## src/hdl/dtfp_pkg.sv

```systemverilog
// Types, constants and decode functions of the delimited text field parser.
package dtfp_pkg;

  // Default depth of the trailing blank hold.
  localparam int unsigned BLANK_HOLD_DEPTH_DEF = 8;

  // Port widths.
  localparam int unsigned BYTE_W     = 8;
  localparam int unsigned BAD_W      = 32;
  localparam int unsigned CFG_IDX_W  = 3;
  localparam int unsigned OUT_DATA_W = BAD_W + BYTE_W;
  localparam int unsigned OUT_USER_W = 3;

  typedef logic [BYTE_W-1:0] byte_t;

  // Character constants.
  localparam byte_t CH_NUL   = 8'h00;
  localparam byte_t CH_TAB   = 8'h09;
  localparam byte_t CH_NL    = 8'h0A;
  localparam byte_t CH_VT    = 8'h0B;
  localparam byte_t CH_FF    = 8'h0C;
  localparam byte_t CH_CR    = 8'h0D;
  localparam byte_t CH_SPACE = 8'h20;
  localparam byte_t CH_HASH  = 8'h23;

  // Configuration reset values.
  localparam byte_t SEP_RST   = 8'd44;
  localparam byte_t QUOTE_RST = 8'd34;
  localparam byte_t ESC_RST   = 8'd92;

  // Event kinds of a result item.
  typedef enum logic [1:0] {
    EV_DATA     = 2'd0,
    EV_END_CELL = 2'd1,
    EV_END_ROW  = 2'd2,
    EV_BAD      = 2'd3
  } ev_kind_t;

  // Configuration register indexes.
  typedef enum logic [CFG_IDX_W-1:0] {
    REG_FIELD_SEP    = 3'd0,
    REG_QUOTE        = 3'd1,
    REG_ESCAPE       = 3'd2,
    REG_STRIP        = 3'd3,
    REG_DOUBLE_QUOTE = 3'd4,
    REG_BAD_IS_ERR   = 3'd5,
    REG_HEADER       = 3'd6
  } cfg_reg_t;

  // Parse states, one-hot.
  typedef enum logic [10:0] {
    ST_START_FILE     = 11'b000_0000_0001,
    ST_START_ROW      = 11'b000_0000_0010,
    ST_EOL            = 11'b000_0000_0100,
    ST_ESC_EOL        = 11'b000_0000_1000,
    ST_COMMENT        = 11'b000_0001_0000,
    ST_START_CELL     = 11'b000_0010_0000,
    ST_IN_CELL        = 11'b000_0100_0000,
    ST_ESC_IN_CELL    = 11'b000_1000_0000,
    ST_IN_QUOTED      = 11'b001_0000_0000,
    ST_ESC_IN_QUOTED  = 11'b010_0000_0000,
    ST_QUOTE_IN_QUOTED = 11'b100_0000_0000
  } pstate_t;

  // What one input byte does to the cell and row.
  typedef enum logic [2:0] {
    ACT_NONE     = 3'd0,
    ACT_ADD      = 3'd1,
    ACT_END_CELL = 3'd2,
    ACT_END_ROW  = 3'd3,
    ACT_BAD      = 3'd4
  } act_t;

  typedef struct packed {
    byte_t sep;
    byte_t quote;
    byte_t esc;
    logic  strip;
    logic  dq;
    logic  bad_err;
    logic  header;
  } cfg_t;

  // Decoded action, the byte it carries and the next parse state.
  typedef struct packed {
    act_t    act;
    byte_t   b;
    pstate_t st;
  } dec_t;

  function automatic logic is_blank(byte_t c);
    return (c == CH_SPACE) || (c == CH_TAB) || (c == CH_NL) ||
           (c == CH_VT) || (c == CH_FF) || (c == CH_CR);
  endfunction

  function automatic logic is_eol(byte_t c);
    return (c == CH_NL) || (c == CH_CR);
  endfunction

  // A byte at the start of a cell.
  function automatic dec_t field_open_dec(byte_t c, cfg_t cfg);
    dec_t d;
    d.act = ACT_NONE;
    d.b   = c;
    d.st  = ST_START_CELL;
    priority if (is_eol(c) || (c == CH_NUL)) begin
      d.act = ACT_END_ROW;
      d.st  = (c == CH_NUL) ? ST_START_ROW : ST_EOL;
    end else if (c == cfg.quote) begin
      d.st = ST_IN_QUOTED;
    end else if (c == cfg.esc) begin
      d.st = ST_ESC_IN_CELL;
    end else if (((c == CH_SPACE) || (c == CH_TAB)) && cfg.strip) begin
      d.st = ST_START_CELL;
    end else if (c == cfg.sep) begin
      d.act = ACT_END_CELL;
    end else begin
      d.act = ACT_ADD;
      d.st  = ST_IN_CELL;
    end
    return d;
  endfunction

  // A byte at the start of a row: blank lines and comments are skipped.
  function automatic dec_t line_open_dec(byte_t c, cfg_t cfg);
    dec_t d;
    d.act = ACT_NONE;
    d.b   = c;
    d.st  = ST_START_ROW;
    priority if (c == CH_NUL) begin
      d.st = ST_START_ROW;
    end else if (is_eol(c)) begin
      d.st = ST_EOL;
    end else if (c == CH_HASH) begin
      d.st = ST_COMMENT;
    end else begin
      d = field_open_dec(c, cfg);
    end
    return d;
  endfunction

  // A byte inside an unquoted cell; plain bytes keep the current state.
  function automatic dec_t in_cell(byte_t c, cfg_t cfg, pstate_t cur);
    dec_t d;
    d.act = ACT_ADD;
    d.b   = c;
    d.st  = cur;
    priority if (is_eol(c) || (c == CH_NUL)) begin
      d.act = ACT_END_ROW;
      d.st  = (c == CH_NUL) ? ST_START_ROW : ST_EOL;
    end else if (c == cfg.esc) begin
      d.act = ACT_NONE;
      d.st  = ST_ESC_IN_CELL;
    end else if (c == cfg.sep) begin
      d.act = ACT_END_CELL;
      d.st  = ST_START_CELL;
    end else begin
      d.act = ACT_ADD;
    end
    return d;
  endfunction

endpackage

```

## src/hdl/delimited_text_field_parser.sv

```systemverilog
// Delimited text field parser: byte-wide parse state machine with a result sequencer.
//
// Usage: text bytes enter on the in_ stream, one per item; a zero byte ends the input.
// Each byte is decoded in the cycle it is accepted and its results are loaded into a
// result register; the out_ stream then delivers them one per cycle, the final one of
// the byte marked by out_tlast. A byte may give no result, one, two (end of cell and
// end of row) or a flush of held trailing blanks followed by the byte itself, at most
// BLANK_HOLD_DEPTH + 1 results.
// Latency: a result is valid the cycle after its byte is accepted.
// Throughput: one byte per cycle while each byte gives at most one result; a byte that
// gives more results holds the result register until its last result is taken, and the
// next byte is taken in that cycle. Bytes that give no result pass at one per cycle.
// When the receiver stalls, the result register holds and in_tready stays low until the
// final pending result is taken. The configuration port writes a register; the user
// must write it only while the block is idle, which the block itself does not enforce.
// Reset (rst_n low at a clock edge) returns the parser to start of file, clears the
// pending results, the held blank count and the bad record count, and reloads the
// configuration defaults. There is no clearing pass.
module delimited_text_field_parser #(
  parameter int unsigned BLANK_HOLD_DEPTH = dtfp_pkg::BLANK_HOLD_DEPTH_DEF
) (
  input  logic                                clk,
  input  logic                                rst_n,
  // in_tdata: [7:0] in_byte
  input  logic                                in_tvalid,
  output logic                                in_tready,
  input  logic [dtfp_pkg::BYTE_W-1:0]         in_tdata,
  // out_tdata: [7:0] cell_byte, [39:8] bad record count
  // out_tuser: [1:0] event_kind, [2] in_header
  output logic                                out_tvalid,
  input  logic                                out_tready,
  output logic [dtfp_pkg::OUT_DATA_W-1:0]     out_tdata,
  output logic [dtfp_pkg::OUT_USER_W-1:0]     out_tuser,
  output logic                                out_tlast,
  input  logic                                cfg_we,
  input  logic [dtfp_pkg::CFG_IDX_W-1:0]      cfg_index,
  input  logic [dtfp_pkg::BYTE_W-1:0]         cfg_wdata
);
  import dtfp_pkg::*;

  localparam int unsigned CNT_W = $clog2(BLANK_HOLD_DEPTH + 1);
  localparam int unsigned IDX_W = (BLANK_HOLD_DEPTH > 1) ? $clog2(BLANK_HOLD_DEPTH) : 1;
  localparam logic [CNT_W-1:0] DEPTH_C = CNT_W'(BLANK_HOLD_DEPTH);

  // Configuration and parse state.
  cfg_t               cfg_r;
  pstate_t            state_r;
  logic               first_row_r;
  logic               has_content_r;
  logic [CNT_W-1:0]   hold_cnt_r;
  byte_t              hold_r [BLANK_HOLD_DEPTH];
  logic [BAD_W-1:0]   bad_cnt_r;

  // Pending results of the last byte.
  logic               plan_vld_r;
  logic [CNT_W-1:0]   flush_left_r;
  byte_t              flush_r [BLANK_HOLD_DEPTH];
  logic [1:0]         tail_cnt_r;
  ev_kind_t           tail_kind_r [2];
  byte_t              tail_byte_r;
  logic               hdr_r;
  logic [BAD_W-1:0]   plan_bad_r;

  // Next values.
  pstate_t            state_nxt;
  logic               first_row_nxt;
  logic               has_content_nxt;
  logic [CNT_W-1:0]   hold_cnt_nxt;
  logic [BAD_W-1:0]   bad_cnt_nxt;
  logic               hold_push;
  logic               hold_shift;
  logic               ld;
  logic [CNT_W-1:0]   ld_flush;
  logic [1:0]         ld_tail;
  ev_kind_t           ld_kind;
  byte_t              ld_byte;

  dec_t               dec;
  logic               in_acc;
  logic               out_acc;
  logic               cur_last;
  ev_kind_t           cur_kind;
  byte_t              cur_byte;

  assign in_acc   = in_tvalid && in_tready;
  assign out_acc  = out_tvalid && out_tready;
  assign cur_last = (flush_left_r == '0) && (tail_cnt_r == 2'd1);
  assign in_tready = !plan_vld_r || (out_tready && cur_last);

  // Configuration registers.
  always_ff @(posedge clk) begin
    if (!rst_n) begin
      cfg_r.sep     <= SEP_RST;
      cfg_r.quote   <= QUOTE_RST;
      cfg_r.esc     <= ESC_RST;
      cfg_r.strip   <= 1'b0;
      cfg_r.dq      <= 1'b1;
      cfg_r.bad_err <= 1'b0;
      cfg_r.header  <= 1'b0;
    end else if (cfg_we) begin
      unique case (cfg_reg_t'(cfg_index))
        REG_FIELD_SEP:    cfg_r.sep     <= cfg_wdata;
        REG_QUOTE:        cfg_r.quote   <= cfg_wdata;
        REG_ESCAPE:       cfg_r.esc     <= cfg_wdata;
        REG_STRIP:        cfg_r.strip   <= cfg_wdata[0];
        REG_DOUBLE_QUOTE: cfg_r.dq      <= cfg_wdata[0];
        REG_BAD_IS_ERR:   cfg_r.bad_err <= cfg_wdata[0];
        REG_HEADER:       cfg_r.header  <= cfg_wdata[0];
        default: ;
      endcase
    end
  end

  // Decode the incoming byte against the parse state.
  always_comb begin
    dec.act = ACT_NONE;
    dec.b   = in_tdata;
    dec.st  = state_r;
    unique case (state_r)
      ST_START_FILE, ST_START_ROW: begin
        dec = line_open_dec(in_tdata, cfg_r);
      end
      ST_START_CELL: begin
        dec = field_open_dec(in_tdata, cfg_r);
      end
      ST_ESC_IN_CELL: begin
        dec.act = ACT_ADD;
        if (is_eol(in_tdata)) begin
          dec.st = ST_ESC_EOL;
        end else begin
          dec.b  = (in_tdata == CH_NUL) ? CH_NL : in_tdata;
          dec.st = ST_IN_CELL;
        end
      end
      ST_ESC_EOL: begin
        if (in_tdata != CH_NUL) begin
          dec = in_cell(in_tdata, cfg_r, state_r);
        end
      end
      ST_IN_CELL: begin
        dec = in_cell(in_tdata, cfg_r, state_r);
      end
      ST_IN_QUOTED: begin
        priority if (in_tdata == CH_NUL) begin
          dec.act = ACT_NONE;
        end else if (in_tdata == cfg_r.esc) begin
          dec.st = ST_ESC_IN_QUOTED;
        end else if (in_tdata == cfg_r.quote) begin
          dec.st = cfg_r.dq ? ST_QUOTE_IN_QUOTED : ST_IN_CELL;
        end else begin
          dec.act = ACT_ADD;
        end
      end
      ST_ESC_IN_QUOTED: begin
        dec.act = ACT_ADD;
        dec.b   = (in_tdata == CH_NUL) ? CH_NL : in_tdata;
        dec.st  = ST_IN_QUOTED;
      end
      ST_QUOTE_IN_QUOTED: begin
        priority if (in_tdata == cfg_r.quote) begin
          dec.act = ACT_ADD;
          dec.st  = ST_IN_QUOTED;
        end else if (in_tdata == cfg_r.sep) begin
          dec.act = ACT_END_CELL;
          dec.st  = ST_START_CELL;
        end else if (is_eol(in_tdata) || (in_tdata == CH_NUL)) begin
          dec.act = ACT_END_ROW;
          dec.st  = (in_tdata == CH_NUL) ? ST_START_ROW : ST_EOL;
        end else begin
          dec.act = ACT_ADD;
          dec.st  = ST_IN_CELL;
        end
      end
      ST_EOL: begin
        priority if (is_eol(in_tdata)) begin
          dec.act = ACT_NONE;
        end else if (in_tdata != CH_NUL) begin
          dec = line_open_dec(in_tdata, cfg_r);
        end else begin
          dec.act = ACT_BAD;
        end
      end
      ST_COMMENT: begin
        if (is_eol(in_tdata)) begin
          dec.st = ST_EOL;
        end
      end
      default: begin
        dec.act = ACT_NONE;
      end
    endcase
  end

  // Apply the action: blank hold, cell and row bookkeeping, bad record count, results to load.
  always_comb begin
    state_nxt       = dec.st;
    first_row_nxt   = first_row_r;
    has_content_nxt = has_content_r;
    hold_cnt_nxt    = hold_cnt_r;
    bad_cnt_nxt     = bad_cnt_r;
    hold_push       = 1'b0;
    hold_shift      = 1'b0;
    ld              = 1'b0;
    ld_flush        = '0;
    ld_tail         = 2'd1;
    ld_kind         = EV_DATA;
    ld_byte         = dec.b;
    unique case (dec.act)
      ACT_ADD: begin
        if (cfg_r.strip && is_blank(dec.b)) begin
          if (has_content_r) begin
            if (hold_cnt_r == DEPTH_C) begin
              // Hold full: the oldest blank goes out, the new one goes in.
              hold_shift = 1'b1;
              ld         = 1'b1;
              ld_byte    = hold_r[0];
            end else begin
              hold_push    = 1'b1;
              hold_cnt_nxt = hold_cnt_r + 1'b1;
            end
          end
        end else begin
          ld              = 1'b1;
          ld_flush        = hold_cnt_r;
          hold_cnt_nxt    = '0;
          has_content_nxt = 1'b1;
        end
      end
      ACT_END_CELL: begin
        ld              = 1'b1;
        ld_kind         = EV_END_CELL;
        ld_byte         = '0;
        hold_cnt_nxt    = '0;
        has_content_nxt = 1'b0;
      end
      ACT_END_ROW: begin
        ld              = 1'b1;
        ld_tail         = 2'd2;
        ld_kind         = EV_END_CELL;
        ld_byte         = '0;
        hold_cnt_nxt    = '0;
        has_content_nxt = 1'b0;
        first_row_nxt   = 1'b0;
      end
      ACT_BAD: begin
        if (bad_cnt_r != '1) begin
          bad_cnt_nxt = bad_cnt_r + 1'b1;
        end
        ld      = cfg_r.bad_err;
        ld_kind = EV_BAD;
        ld_byte = '0;
      end
      default: ;
    endcase
  end

  // Parse state registers.
  always_ff @(posedge clk) begin
    if (!rst_n) begin
      state_r       <= ST_START_FILE;
      first_row_r   <= 1'b1;
      has_content_r <= 1'b0;
      hold_cnt_r    <= '0;
      bad_cnt_r     <= '0;
    end else if (in_acc) begin
      state_r       <= state_nxt;
      first_row_r   <= first_row_nxt;
      has_content_r <= has_content_nxt;
      hold_cnt_r    <= hold_cnt_nxt;
      bad_cnt_r     <= bad_cnt_nxt;
    end
  end

  // Trailing blank hold: append at the count, or shift out the oldest when full.
  always_ff @(posedge clk) begin
    if (in_acc) begin
      if (hold_push) begin
        hold_r[hold_cnt_r[IDX_W-1:0]] <= dec.b;
      end else if (hold_shift) begin
        for (int i = 0; i < int'(BLANK_HOLD_DEPTH) - 1; i++) begin
          hold_r[i] <= hold_r[i+1];
        end
        hold_r[BLANK_HOLD_DEPTH-1] <= dec.b;
      end
    end
  end

  // Result register valid flag.
  always_ff @(posedge clk) begin
    if (!rst_n) begin
      plan_vld_r <= 1'b0;
    end else if (in_acc && ld) begin
      plan_vld_r <= 1'b1;
    end else if (out_acc && cur_last) begin
      plan_vld_r <= 1'b0;
    end
  end

  // Result register contents: load on a byte, step through on each taken item.
  always_ff @(posedge clk) begin
    if (in_acc && ld) begin
      flush_left_r   <= ld_flush;
      flush_r        <= hold_r;
      tail_cnt_r     <= ld_tail;
      tail_kind_r[0] <= ld_kind;
      tail_kind_r[1] <= EV_END_ROW;
      tail_byte_r    <= ld_byte;
      hdr_r          <= first_row_r && cfg_r.header;
      plan_bad_r     <= bad_cnt_nxt;
    end else if (out_acc) begin
      if (flush_left_r != '0) begin
        flush_left_r <= flush_left_r - 1'b1;
        for (int i = 0; i < int'(BLANK_HOLD_DEPTH) - 1; i++) begin
          flush_r[i] <= flush_r[i+1];
        end
      end else begin
        tail_cnt_r     <= tail_cnt_r - 1'b1;
        tail_kind_r[0] <= tail_kind_r[1];
        tail_byte_r    <= '0;
      end
    end
  end

  // Current result: held blanks first, then the byte's own events.
  always_comb begin
    if (flush_left_r != '0) begin
      cur_kind = EV_DATA;
      cur_byte = flush_r[0];
    end else begin
      cur_kind = tail_kind_r[0];
      cur_byte = tail_byte_r;
    end
  end

  assign out_tvalid = plan_vld_r;
  assign out_tdata  = {plan_bad_r, cur_byte};
  assign out_tuser  = {hdr_r, cur_kind};
  assign out_tlast  = cur_last;

  // The hold never counts past its depth.
  a_hold_cnt: assert property (@(posedge clk) disable iff (!rst_n)
    hold_cnt_r <= DEPTH_C)
    else $error("blank hold count beyond depth");

  // Pending results always end with at least one event of the byte itself.
  a_tail_cnt: assert property (@(posedge clk) disable iff (!rst_n)
    plan_vld_r |-> (tail_cnt_r == 2'd1) || (tail_cnt_r == 2'd2))
    else $error("pending results without a closing event");

  // The bad record count never goes down.
  a_bad_mono: assert property (@(posedge clk) disable iff (!rst_n)
    $past(rst_n) |-> bad_cnt_r >= $past(bad_cnt_r))
    else $error("bad record count decreased");

  // Only data events carry a byte.
  a_marker_zero: assert property (@(posedge clk) disable iff (!rst_n)
    (out_tvalid && (cur_kind != EV_DATA)) |-> (cur_byte == '0))
    else $error("marker event with a non-zero byte");

endmodule

```

## config.mk

```make
export PLATFORM = sky130hd
export DESIGN_NAME = delimited_text_field_parser
export DESIGN_NICKNAME = d
export VERILOG_FILES = /design/src/hdl/dtfp_pkg.sv /design/src/hdl/delimited_text_field_parser.sv
export SDC_FILE = /design/constraint.sdc
export NUM_CORES = 1
export LEC_CHECK = 0
export ABC_AREA = 1
export BUFFER_PORTS_ARGS = -buffer_cell sky130_fd_sc_hd__buf_2
export CAP_MARGIN = 20
export CORE_AREA = 3 3 149 188
export DETAILED_ROUTE_END_ITERATION = 6
export DIE_AREA = 0 0 152 191
export GPL_TIMING_DRIVEN = 0
export PLACE_DENSITY = 0.74
export SYNTH_ARGS = -nofsm -noshare
export SYNTH_HDL_FRONTEND = slang
export SYNTH_SLANG_ARGS = --single-unit
```

## constraint.sdc

```tcl
create_clock -name clk -period 10.5 [get_ports clk]
set_clock_uncertainty 0.05 [all_clocks]
set_input_delay 1.575 -clock clk [delete_from_list [all_inputs] [get_ports clk]]
set_output_delay 1.575 -clock clk [all_outputs]
set_load 0.005 [all_outputs]
```

==> run_results.csv, run 1 <==
group,metric,value,unit
placed_design,port_buffers,65,
power_and_ir_drop,netSwitchingPower,1.028,mW
run_status,status,"finished clean",
placed_design,placed_area,13950,um2
synth,ys_types,46,
drt,first_pass_iters,6,
final_layout,utilization,0.5598,
synth,netlist_instances,1630,
timing,slew_viol_final,0,
synth,synthTopCellsByArea,"edfxtp_1, nand2_1, dfxtp_1, inv_1, o21ai_0",
worst_setup_path,startpoint_type,"input pin",
cts,clkLatencyLatePin,0.54,ns
cts,cts_root_buf,"clkbuf_16",
cts,htree_levels,1,
worst_setup_path,cp_top_family,"simple AND/OR/NAND/NOR gates",
final_layout,antennaDiodeCount,0,
floorplanning,num_rows,67,
floorplanning,start_util,0.4959,
global_route,antenna_found_initial,0,
cts,clock_path_buffers,3,
synth,seq_area_frac_synth,0.5235,
final_layout,drive_gt1_frac,0.1221,
cts,post_cts_buffers,0,
synth,async_flop_share,0,
floorplanning,dieArea,29030,um2
floorplanning,core_region_area,26490,um2
final_layout,fin_area,14830,um2
worst_setup_path,slowest_stage,"a21oi_1",
drt,post_drt_wl_per_cell,15.57,um
drt,drt-initial-drc-count,820,
worst_setup_path,crit_fanout,9,
power_and_ir_drop,internal_power,2.113,mW
worst_setup_path,worstPathCellList,"buf_2 -> nor2_1 -> nand2_2 -> inv_1 -> nand2_1 -> nor2_1 -> inv_1 -> o21ai_2 -> nor2_8 -> nand3_2 -> inv_2 -> nand3_1 -> a21oi_1",
synth,synth_top_area_frac,0.4046,
cts,clock_sinks,255,
floorplanning,die_w,152,um
worst_setup_path,endpoint_kind,"flop",
floorplanning,num_io_pins,70,
timing,finalSetupViolations,0,
worst_setup_path,cpPeakStageDelay,0.77,ns
power_and_ir_drop,combPwrFrac,0.267,
placed_design,gp_congestion,0.9497,
power_and_ir_drop,power_density,211.8,nW/um2
power_and_ir_drop,p_leak,6.452,nW
synth,syn_nets,1659,
cts,postCtsResizedCells,0,
synth,synth_area_leader_cell,"edfxtp_1",
synth,syn_area,13140,um2
synth,syn_avg_cell_area,8.059,um2
timing,finalSetupTns,0,ns
timing,layout_setup_ws,6.025,ns
global_route,grt_pass1_wl,52.74,mm
cts,hold_buffers,0,
final_layout,area_growth,12.89,%
global_route,grt_util_all_layers,0.2201,
timing,hold_viol,0,
timing,relSlewSlack,0.3612,
flow_run,drv_cap,0,
placed_design,dp_hpwl,24.22,mm
worst_setup_path,arrival,4.60,ns
timing,rsz0062_at_grt,"no",
cts,cts_buffers,26,
power_and_ir_drop,ir_worst_vdd,0.0001321,V
floorplanning,die_h,191,um
timing,finalCritPeriodShare,0.4262,
placed_design,dp_slack,5.513,ns
drt,drc,0,
cts,cts_tree,"done",
timing,post-route-min-period,4.475,ns
drt,vias,11020,
worst_hold_path,min_path_type,"reg -> reg",
drt,wl,32.53,mm
drt,postRouteAntennaNets,0,
power_and_ir_drop,swShare,0.3273,
global_route,overflow,0,
worst_setup_path,crit_buf_inv,4,
cts,clkTransAtPathRegs,0.06,ns
timing,tightestPinTransition,0.9518,ns
final_layout,nNetsFinal,1754,
synth,synth-seq-cells,255,
drt,viasPerCell,5.273,
worst_setup_path,worstSetupPathType,"in -> reg",
worst_setup_path,cp.required,10.62,ns
synth,synthFlopType,"edfxtp_1",
timing,max_freq,0.2235,GHz
global_route,grt_pass1_vias,10740,
global_route,grt_max_degree,51,
power_and_ir_drop,pwr-share-seq,0.429,
power_and_ir_drop,clkPwrFrac,0.304,
synth,synth_edf_count,177,
synth,synth_warnings,0,
through the flow:
stage / cells / power (mW) / hold WS (ns)
detailed placement: 2042 / 2.207 / 0.3825
finish: 2089 / 3.141 / 0.3894
global placement: 2040 / 2.163 / 0.3775
global route: 2089 / 3.311 / 0.4014
CTS: 2089 / 3.157 / 0.3913
floorplan: 1630 / 1.954 / 0.3687
routing by layer:
layer,vias to the layer above,track usage,part of all wire,wire (um)
li1,5510,-,-,-
met1,5119,0.2676,0.41,13360
met4,0,0.07610,0.028,910
met5,-,0,0,0
met3,67,0.02446,0.053,1713
met2,320,0.4061,0.51,16550
power by group through the flow:
stage / sequential, mW / clock [mW] / combinational, mW
2_1_floorplan: 1.36 / 0 / 0.589
3_3_place_gp: 1.38 / 0 / 0.780
3_5_place_dp: 1.37 / 0 / 0.838
4_1_cts: 1.35 / 0.967 / 0.842
5_1_grt: 1.36 / 1.00 / 0.949
6_report: 1.35 / 0.955 / 0.838
cell families (layout without fill, tap and decap cells):
kind of cell / Yosys count / after routing / synth area share
compound gates: 234 / 234 / 0.09658
xor+xnor: 34 / 34 / 0.02267
fa+ha+maj: 5 / 5 / 0.004762
buf+inv: 267 / 381 / 0.08468
flops: 255 / 255 / 0.5235
simple gates: 835 / 835 / 0.2678
worst paths after layout:
| check | from | endpoint | slack (ns) | cells past startpoint |
|---|---|---|---|---|
| worst min register to register | hold_r[4]$_DFFE_PP_ | flush_r[4]$_DFFE_PP_ | 0.39 | 0 |
| worst min-delay path | hold_r[4]$_DFFE_PP_ | flush_r[4]$_DFFE_PP_ | 0.39 | 0 |
| worst max register to register | state_r[6]$_SDFFE_PN0P_ | hold_r[46]$_DFFE_PP_ | 6.83 | 12 |
| worst max-delay path | in_tdata[7] | hold_r[46]$_DFFE_PP_ | 6.02 | 13 |
synthesized netlist by cell type (2+ instances only):
| library cell | count |
|---|---|
| nor4_1 | 8 |
| nor3_1 | 37 |
| nand3_1 | 58 |
| inv_1 | 172 |
| o21ai_0 | 93 |
| nor2_4 | 4 |
| buf_4 | 5 |
| dfxtp_1 | 78 |
| nor2_2 | 8 |
| o21ai_1 | 45 |
| a41oi_1 | 3 |
| xor2_1 | 30 |
| nand3_2 | 4 |
| o211ai_1 | 12 |
| nor2_8 | 2 |
| buf_2 | 17 |
| nand4_1 | 23 |
| xnor2_1 | 4 |
| a211oi_1 | 2 |
| o2111ai_1 | 2 |
| nand2_2 | 12 |
| clkinv_1 | 3 |
| clkbuf_1 | 25 |
| a21oi_1 | 67 |
| ha_1 | 5 |
| a31oi_1 | 3 |
| nand2_4 | 2 |
| buf_6 | 9 |
| edfxtp_1 | 177 |
| nor2_1 | 120 |
| nand2_1 | 550 |
| and3_1 | 2 |
| inv_2 | 35 |
sequential cells by signal, indices dropped and copies added (netlist names):
| signal | count |
|---|---|
| first_row_r | 1 |
| tail_byte_r | 8 |
| out_tvalid | 1 |
| hdr_r | 1 |
| hold_cnt_r | 4 |
| flush_left_r | 4 |
| plan_bad_r | 32 |
| has_content_r | 1 |
| tail_cnt_r | 2 |
| flush_r | 64 |
| hold_r | 64 |
| tail_kind_r | 2 |
| cfg_r | 28 |
| bad_cnt_r | 32 |
| state_r | 11 |
layout by cell type, fill, tap and decap left out, drive strengths merged:
cell type,instances
a211oi,2
o21ai,139
nor4,9
xnor2,4
clkinvlp,3
o211ai,12
buf,98
a31oi,4
xor2,30
clkbuf,59
nor3b,1
o2111ai,2
nand4,24
nor3,38
bufinv,4
a22oi,1
nand3,62
inv,209
ha,5
a21oi,68
a221oi,1
clkinv,8
dfxtp,78
nand2,564
nor2,134
edfxtp,177
a21boi,2
and3,2
or2,1
a41oi,3
cell type report:
cell class                 instances  area, um2
buffer                            56      317.8
clock buffer                      34      690.7
clock inverter                    13      186.4
fill                            2414      11660
inverter                         211      794.5
multi-input combinational       1108       5159
sequential                       255       6877
tap                              345      431.7
timing repair buffer              67      372.9
Power figures use the tool's default switching activity.
==> inputs of run 2 (changes only) <==
--- a/config.mk
+++ b/config.mk
@@ -12,7 +12,7 @@
 export DETAILED_ROUTE_END_ITERATION = 6
 export DIE_AREA = 0 0 152 191
 export GPL_TIMING_DRIVEN = 0
-export PLACE_DENSITY = 0.74
+export PLACE_DENSITY = 0.76
 export SYNTH_ARGS = -nofsm -noshare
 export SYNTH_HDL_FRONTEND = slang
 export SYNTH_SLANG_ARGS = --single-unit
==> constraint.sdc (replaced) <==
create_clock -name clk -period 4.1 [get_ports clk]
set_clock_uncertainty 0.05 [all_clocks]
set_input_delay 0.615 -clock clk [delete_from_list [all_inputs] [get_ports clk]]
set_output_delay 0.615 -clock clk [all_outputs]
set_load 0.005 [all_outputs]
==> run 2 against run 1 <==
Routed wire length fell by 1.3%; die area did not move; sequential share of layout area fell by 0.070 points; worst hold slack got worse by 0.12 ns; final area rose by 0.15%; critical path depth rose by 1; combinational power rose to 2.6 times the previous value; sequential power rose to 2.6 times the previous value; non-clock buffer count did not move; via count barely moved; utilization rose by 0.085 points; critical endpoint is now hold_r[49]$_DFFE_PP_; largest power group unchanged.
==> run_results.csv, run 2 (same netlist as run 1, synthesis figures left out) <==
group,metric,value,unit
power_and_ir_drop,power_density,544.4,nW/um2
cts,cts_tree,"done",
worst_setup_path,critPathMostFrequentCell,"nor2_1",
cts,clock_sinks,255,
placed_design,gp_congestion,0.9340,
floorplanning,dieArea,29030,um2
cts,cts_buffers,27,
worst_setup_path,endpoint_kind,"flop",
global_route,antenna_found_initial,0,
placed_design,dp_slack,0.06892,ns
timing,layout_setup_ws,0.4816,ns
placed_design,placed_area,13940,um2
cts,hold_buffers,0,
cts,cts_root_buf,"clkbuf_16",
placed_design,dp_hpwl,23.85,mm
final_layout,fin_area,14850,um2
global_route,grt_pass1_vias,10740,
drt,first_pass_iters,5,
power_and_ir_drop,netSwitchingPower,2.636,mW
worst_setup_path,startpoint_type,"flop",
final_layout,mostFrequentLayoutCell,"nand2_1",
timing,post-route-min-period,3.618,ns
final_layout,nFillCells,2478,
worst_setup_path,reg2reg_depth,14,
power_and_ir_drop,clkPwrFrac,0.309,
global_route,grt_util_all_layers,0.2181,
timing,relSlewSlack,0.4259,
power_and_ir_drop,pwr-share-seq,0.427,
floorplanning,num_rows,67,
drt,postRouteAntennaNets,0,
power_and_ir_drop,p_leak,6.468,nW
drt,viasPerCell,5.270,
timing,hold_viol,0,
placed_design,port_buffers,65,
power_and_ir_drop,power,8.086,mW
timing,rsz0062_at_grt,"no",
worst_setup_path,arrival,3.74,ns
power_and_ir_drop,swShare,0.3260,
global_route,overflow,0,
floorplanning,start_util,0.4959,
worst_hold_path,min_path_type,"in -> reg",
final_layout,area_growth,13.06,%
worst_setup_path,crit_fanout,10,
final_layout,final_cell_mix,"nand2_1, edfxtp_1, inv_1",
global_route,grt_use_met3,0.03057,
floorplanning,die_w,152,um
floorplanning,core_region_area,26490,um2
global_route,grt_pass1_wl,52.24,mm
final_layout,nNetsFinal,1755,
drt,drt-initial-drc-count,838,
worst_hold_path,hold_path_end,"cfg_r[8]$_SDFFE_PN1P_",
cts,htree_levels,1,
power_and_ir_drop,ir_worst_vdd,0.0003275,V
timing,slew_viol_final,0,
global_route,grt.busiest_layer,"met2",
drt,post_drt_wl_per_cell,15.35,um
worst_setup_path,cp.required,4.23,ns
power_and_ir_drop,internal_power,5.450,mW
worst_setup_path,worstSetupPathType,"reg -> reg",
run_status,status,"finished clean",
cts,clkLatencyLatePin,0.55,ns
cts,postCtsResizedCells,0,
cts,clkTransAtPathRegs,0.06,ns
worst_setup_path,worstPathCellList,"nor2_4 -> nand2_2 -> nor2_1 -> nand2_1 -> nor2_1 -> inv_1 -> o21ai_2 -> nor2_8 -> nand3_2 -> inv_2 -> nand2_2 -> buf_2 -> nor2_1 -> nor2_1",
timing,finalCritPeriodShare,0.8825,
floorplanning,die_h,191,um
floorplanning,num_io_pins,70,
drt,wl,32.12,mm
worst_setup_path,r2r-end,"hold_r[49]$_DFFE_PP_",
worst_setup_path,slowest_stage,"nor2_1",
flow_run,drv_cap,0,
timing,tightestPinTransition,0.8554,ns
timing,finalSetupViolations,0,
drt,drc,0,
worst_hold_path,min_path_cells,3,
worst_setup_path,rrSetupSlack,0.48,ns
drt,vias,11020,
cts,clock_path_buffers,3,
worst_setup_path,regToRegStartpoint,"state_r[10]$_SDFFE_PN0P_",
power_and_ir_drop,combPwrFrac,0.264,
global_route,grt_max_degree,51,
global_route,met2_usage,0.3960,
cts,post_cts_buffers,0,
final_layout,antennaDiodeCount,0,
timing,max_freq,0.2764,GHz
worst_setup_path,cpPeakStageDelay,0.55,ns
global_route,grtUsageMet1,0.2679,
final_layout,reg.largest.list,"flush_r x64, hold_r x64",
final_layout,drive_gt1_frac,0.1208,
worst_hold_path,min_from,"cfg_wdata[4]",
==> run 2: cell count changes in the layout (fill, tap and decap cells not counted), sizes merged <==
cell / previous run / this run
clkbuf: 59 / 66
clkinvlp: 3 / 1
inv: 209 / 210
bufinv: 4 / 3
clkinv: 8 / 6
==> run 2: metal layers <==
metal / wire [um] / vias up
met3: 1814 / 60
met2: 15930 / 336
met1: 13490 / 5121
li1: - / 5507
met4: 880 / 0
met5: 0 / -
==> run 2: power groups by stage <==
stage               Combinational (mW)  Sequential (mW)  Clock (mW)
finish                            2.14             3.45        2.50
global route                      2.41             3.48        2.64
CTS                               2.15             3.45        2.52
detailed placement                2.13             3.51           0
global placement                  2.00             3.51           0
floorplan                         1.51             3.48           0
==> run 2: per-stage QoR <==
step | instances | utilization | hold WS [ns] | TNS, ns
final | 2092 | 0.5606 | 0.2651 | 0
after global routing | 2092 | 0.5606 | 0.2634 | 0
after CTS | 2092 | 0.5606 | 0.2442 | 0
after detailed placement | 2042 | 0.5264 | 0.3824 | 0
after global placement | 2040 | 0.5246 | 0.3785 | -31.58
after floorplan | 1630 | - | 0.3687 | 0
==> run 2: how the worst max path moves through the flow <==
stage / from / end / slack (ns) / cells past startpoint
floorplan: in_tdata[7] / flush_left_r[0]$_DFFE_PP_ / 0.51 / 18
global placement: in_tdata[7] / flush_r[14]$_DFFE_PP_ / -0.53 / 15
detailed placement: in_tdata[7] / hold_r[46]$_DFFE_PP_ / 0.07 / 13
CTS: state_r[6]$_SDFFE_PN0P_ / hold_r[49]$_DFFE_PP_ / 0.47 / 14
global route: state_r[6]$_SDFFE_PN0P_ / hold_r[59]$_DFFE_PP_ / 0.20 / 14
finish: state_r[10]$_SDFFE_PN0P_ / hold_r[49]$_DFFE_PP_ / 0.48 / 14
==> run 2: cell type report <==
type                            instances  area [um2]  share of cell area
Clock buffer                           41       769.5             0.05181
Tap cell                              345       431.7             0.02906
Multi-Input combinational cell       1108        5159              0.3473
Inverter                              211       794.5             0.05350
Sequential cell                       255        6877              0.4630
Clock inverter                          9       137.6            0.009267
Timing Repair Buffer                   67       365.4             0.02460
Buffer                                 56       317.8             0.02140
==> run 2: worst max-delay path: cells and delay by family, from the launching register on <==
kind            cells  cell delay (ns)
compound gates      1             0.19
simple gates       10             2.05
flops               1             0.36
buf+inv             3             0.59
